[src/hdl/bmhq_ram.sv]
// ----------------------------------------------------------------------------
// bmhq_ram
// Generic single-write, single-read synchronous RAM with registered read.
// ----------------------------------------------------------------------------
module bmhq_ram #(
    parameter  int WIDTH = 8,
    parameter  int DEPTH = 16,
    localparam int AW    = (DEPTH > 1) ? $clog2(DEPTH) : 1
) (
    input  logic             i_clk,
    input  logic             i_we,
    input  logic [AW-1:0]    i_waddr,
    input  logic [WIDTH-1:0] i_wdata,
    input  logic [AW-1:0]    i_raddr,
    output logic [WIDTH-1:0] o_rdata
);

    logic [WIDTH-1:0] r_mem [DEPTH];
    logic [WIDTH-1:0] r_rdata;

    // Write port and registered read port
    always_ff @(posedge i_clk) begin
        if (i_we) begin
            r_mem[i_waddr] <= i_wdata;
        end
        r_rdata <= r_mem[i_raddr];
    end

    assign o_rdata = r_rdata;

endmodule

[config.mk]
export PLATFORM = sky130hd
export DESIGN_NAME = bmhq_ram
export DESIGN_NICKNAME = d
export VERILOG_FILES = /design/src/hdl/bmhq_ram.sv
export SDC_FILE = /design/constraint.sdc
export NUM_CORES = 1
export LEC_CHECK = 0
export BUFFER_PORTS_ARGS = -buffer_cell sky130_fd_sc_hd__buf_2
export CORE_ASPECT_RATIO = 0.6
export CORE_MARGIN = 3
export CORE_UTILIZATION = 65
export CTS_CLUSTER_DIAMETER = 100
export DETAILED_ROUTE_END_ITERATION = 16
export GPL_ROUTABILITY_DRIVEN = 0
export PLACE_DENSITY = 0.84
export RECOVER_POWER = 25
export SLEW_MARGIN = 10
export SYNTH_ARGS = -nofsm -noshare
export SYNTH_HDL_FRONTEND = slang
export SYNTH_SLANG_ARGS = --single-unit
[constraint.sdc]
create_clock -name i_clk -period 3.7 [get_ports i_clk]
set_clock_uncertainty 0.15 [all_clocks]
set_input_delay 0.555 -clock i_clk [delete_from_list [all_inputs] [get_ports i_clk]]
set_output_delay 0.555 -clock i_clk [all_outputs]
set_load 0.005 [all_outputs]
==> results.sh <==
export IMPL_cap_violations=0
export IMPL_drt_iter0_markers=263
export IMPL_yosys_warnings=0
export IMPL_core_um2=7480
export IMPL_relSlewSlack_pct=37.8
export IMPL_tns_ns=0
export IMPL_synth_flop_cell="edfxtp_1"
export IMPL_antenna_found_initial=0
export IMPL_cts_max_level=4
export IMPL_drv_slew=0
export IMPL_fp_dieH_um=74.9
export IMPL_ir_drop_v=0.000422
export IMPL_synth_area_um2=5150
export IMPL_grt_usage_pct=24.7
export IMPL_postCtsSetupBuffers=0
export IMPL_vias=2447
export IMPL_cts_resized=0
export IMPL_synth_edff_count=128
export IMPL_cts_buffer_depth=2
export IMPL_grt_pass1_wl_um=15100
export IMPL_syn_nets=247
export IMPL_yosys_cell_types_count=19
export IMPL_antenna_left=0
export IMPL_worstPathMaxFanout=17
export IMPL_postPlaceCellArea_um2=5370
export IMPL_yosysSeqAreaShare_pct=77.8
export IMPL_wl_per_cell_um=25.7
export IMPL_nets=286
export IMPL_p_leak_nw=1.99
export IMPL_critPathLaunchType="input port"
export IMPL_status="finished clean"
export IMPL_nFillCells=371
export IMPL_drive_gt1_share_pct=24.9
export IMPL_hold_buffers=0
export IMPL_cts_buffers=17
export IMPL_hpwl_um=5940
export IMPL_finalHoldViolations=0
export IMPL_vias_per_cell=6.36
export IMPL_finalSetupViolations=0
export IMPL_overflow=0
export IMPL_first_global_vias=2512
export IMPL_syn_inst=229
export IMPL_path_clk_slew_ns=0.06
export IMPL_postLayoutCellArea_um2=5930
export IMPL_rows=24
export IMPL_powerDensity_nw_per_um2=587
export IMPL_drc=0
export IMPL_worst_ep_arrival_time_ns=2.19
export IMPL_post_route_period_util_pct=55.4
export IMPL_antenna_cells=0
export IMPL_portBuffers=25
export IMPL_synth_avg_cell_area_um2=22.5
export IMPL_yosysTopAreaCellShare_pct=74.7
export IMPL_rsz0062_at_grt="false"
export IMPL_worst_setup_path_type="in -> reg"
export IMPL_die_area_um2=9060
export IMPL_dieWidth_um=121
export IMPL_cts_sinks=136
export IMPL_grt_start_max_net_pins=33
export IMPL_setup_worst_path_end_class="flip-flop"
export IMPL_synth_area_top_cells="edfxtp_1 75%, mux4_2 7.9%, mux4_1 7.1%"
export IMPL_fin_crit_ns=2.05
export IMPL_yosysTopAreaCell="edfxtp_1"
export IMPL_first_pass_iters=4
export IMPL_area_delta_synth_final_pct=15.1
export IMPL_synth_top_cells_by_count="128 x edfxtp_1, 18 x mux4_2, 16 x a22oi_1"
export IMPL_clock_tree_root_cell="clkbuf_16"
export IMPL_postSynthRegisterBits=136
export IMPL_cts_tree="done"
export IMPL_pin_count=26
export IMPL_wl_um=9880
export IMPL_tightest_slew_ns=0.929
export IMPL_yosysMostFrequentCell="edfxtp_1"
export IMPL_synthArstFlopShare_pct=0
export IMPL_max_freq_ghz=0.488
export IMPL_initial_utilization_pct=68.8
export IMPL_worstPathRequired_ns=3.84
export IMPL_worstSkewPairLatency_ns=0.41
export IMPL_min_path_type="in -> reg"
path summary, 6_finish.rpt:
kind / depth (start not counted) / startpoint / endpoint / slack [ns]
hold / removal: 1 / i_wdata[3] / r_mem[13][3]$_DFFE_PP_ / 0.39
hold reg to reg: 3 / r_mem[14][1]$_DFFE_PP_ / o_rdata[1]$_DFF_P_ / 0.53
setup reg to reg: 3 / r_mem[3][7]$_DFFE_PP_ / o_rdata[7]$_DFF_P_ / 2.15
setup / recovery: 5 / i_raddr[0] / o_rdata[5]$_DFF_P_ / 1.65
flip-flops by register name (all words and copies together) (netlist names):
signal and cells:
o_rdata 8, r_mem 128
per-stage QoR:
stage | hold WS [ns] | cells | utilization [%] | setup slack [ns] | power (mW)
final | 0.387 | 385 | 79.3 | 1.65 | 3.48
after global routing | 0.396 | 385 | 79.3 | 1.52 | 3.58
after CTS | 0.360 | 385 | 79.4 | 1.64 | 3.50
after detailed placement | 0.515 | 353 | 71.8 | 1.22 | 1.92
after global placement | 0.503 | 353 | 71.8 | 1.24 | 1.91
after floorplan | 0.479 | 229 | - | 1.50 | 1.85
logic make-up (layout without fill, tap and decap cells):
family,after synthesis,in the layout,share of synthesized area (%)
flops,136,136,77.8
simple gates,35,35,3.18
mux,32,32,15.0
compound gates,16,16,2.33
buf+inv,10,62,1.68
where the power goes:
| part | internal [mW] | switching (mW) | leakage (nW) | total, mW |
|---|---|---|---|---|
| registers | 1.72 | 0.0110 | 1.22 | 1.74 |
| logic | 0.0632 | 0.0867 | 0.487 | 0.150 |
| clock network | 1.02 | 0.574 | 0.276 | 1.59 |
cells in the final DEF, fill, tap and decap left out:
master / instances
and2_1: 1
clkinvlp_4: 1
edfxtp_1: 128
and2b_1: 1
dfxtp_1: 8
clkinv_2: 3
clkbuf_1: 9
nand2b_1: 2
mux4_1: 14
nand3b_1: 2
bufinv_16: 2
buf_12: 1
nand3_1: 1
a22oi_1: 16
clkinv_1: 2
buf_4: 4
or3b_2: 1
clkbuf_16: 17
nor2b_1: 1
nor2_1: 13
clkbuf_8: 2
buf_2: 20
nand2_1: 9
mux4_2: 18
clkinv_4: 1
nor3_1: 4
layer usage:
layer	wire, um	vias to the layer above	global-route usage (%)
met5	0	-	0
met4	166	0	11.7
met3	959	19	6.83
met2	4700	130	36.0
met1	4060	1243	36.0
li1	-	1055	-
layout make-up:
class                   count  area (um^2)  area share, %
clock inverters             9         98.8           1.67
clock buffers              23          468           7.90
well taps                 104          130           2.20
flip-flops and latches    136         4000           67.6
multi-input cells          83         1060           17.8
repair buffers             30          169           2.85
worst max-delay path, cell delays in order:
cell     delay (ns)
buf_2          0.45
buf_12         0.26
mux4_1         0.57
a22oi_1        0.24
nand2_1        0.09
No activity file was read; power rests on OpenSTA's default activity.
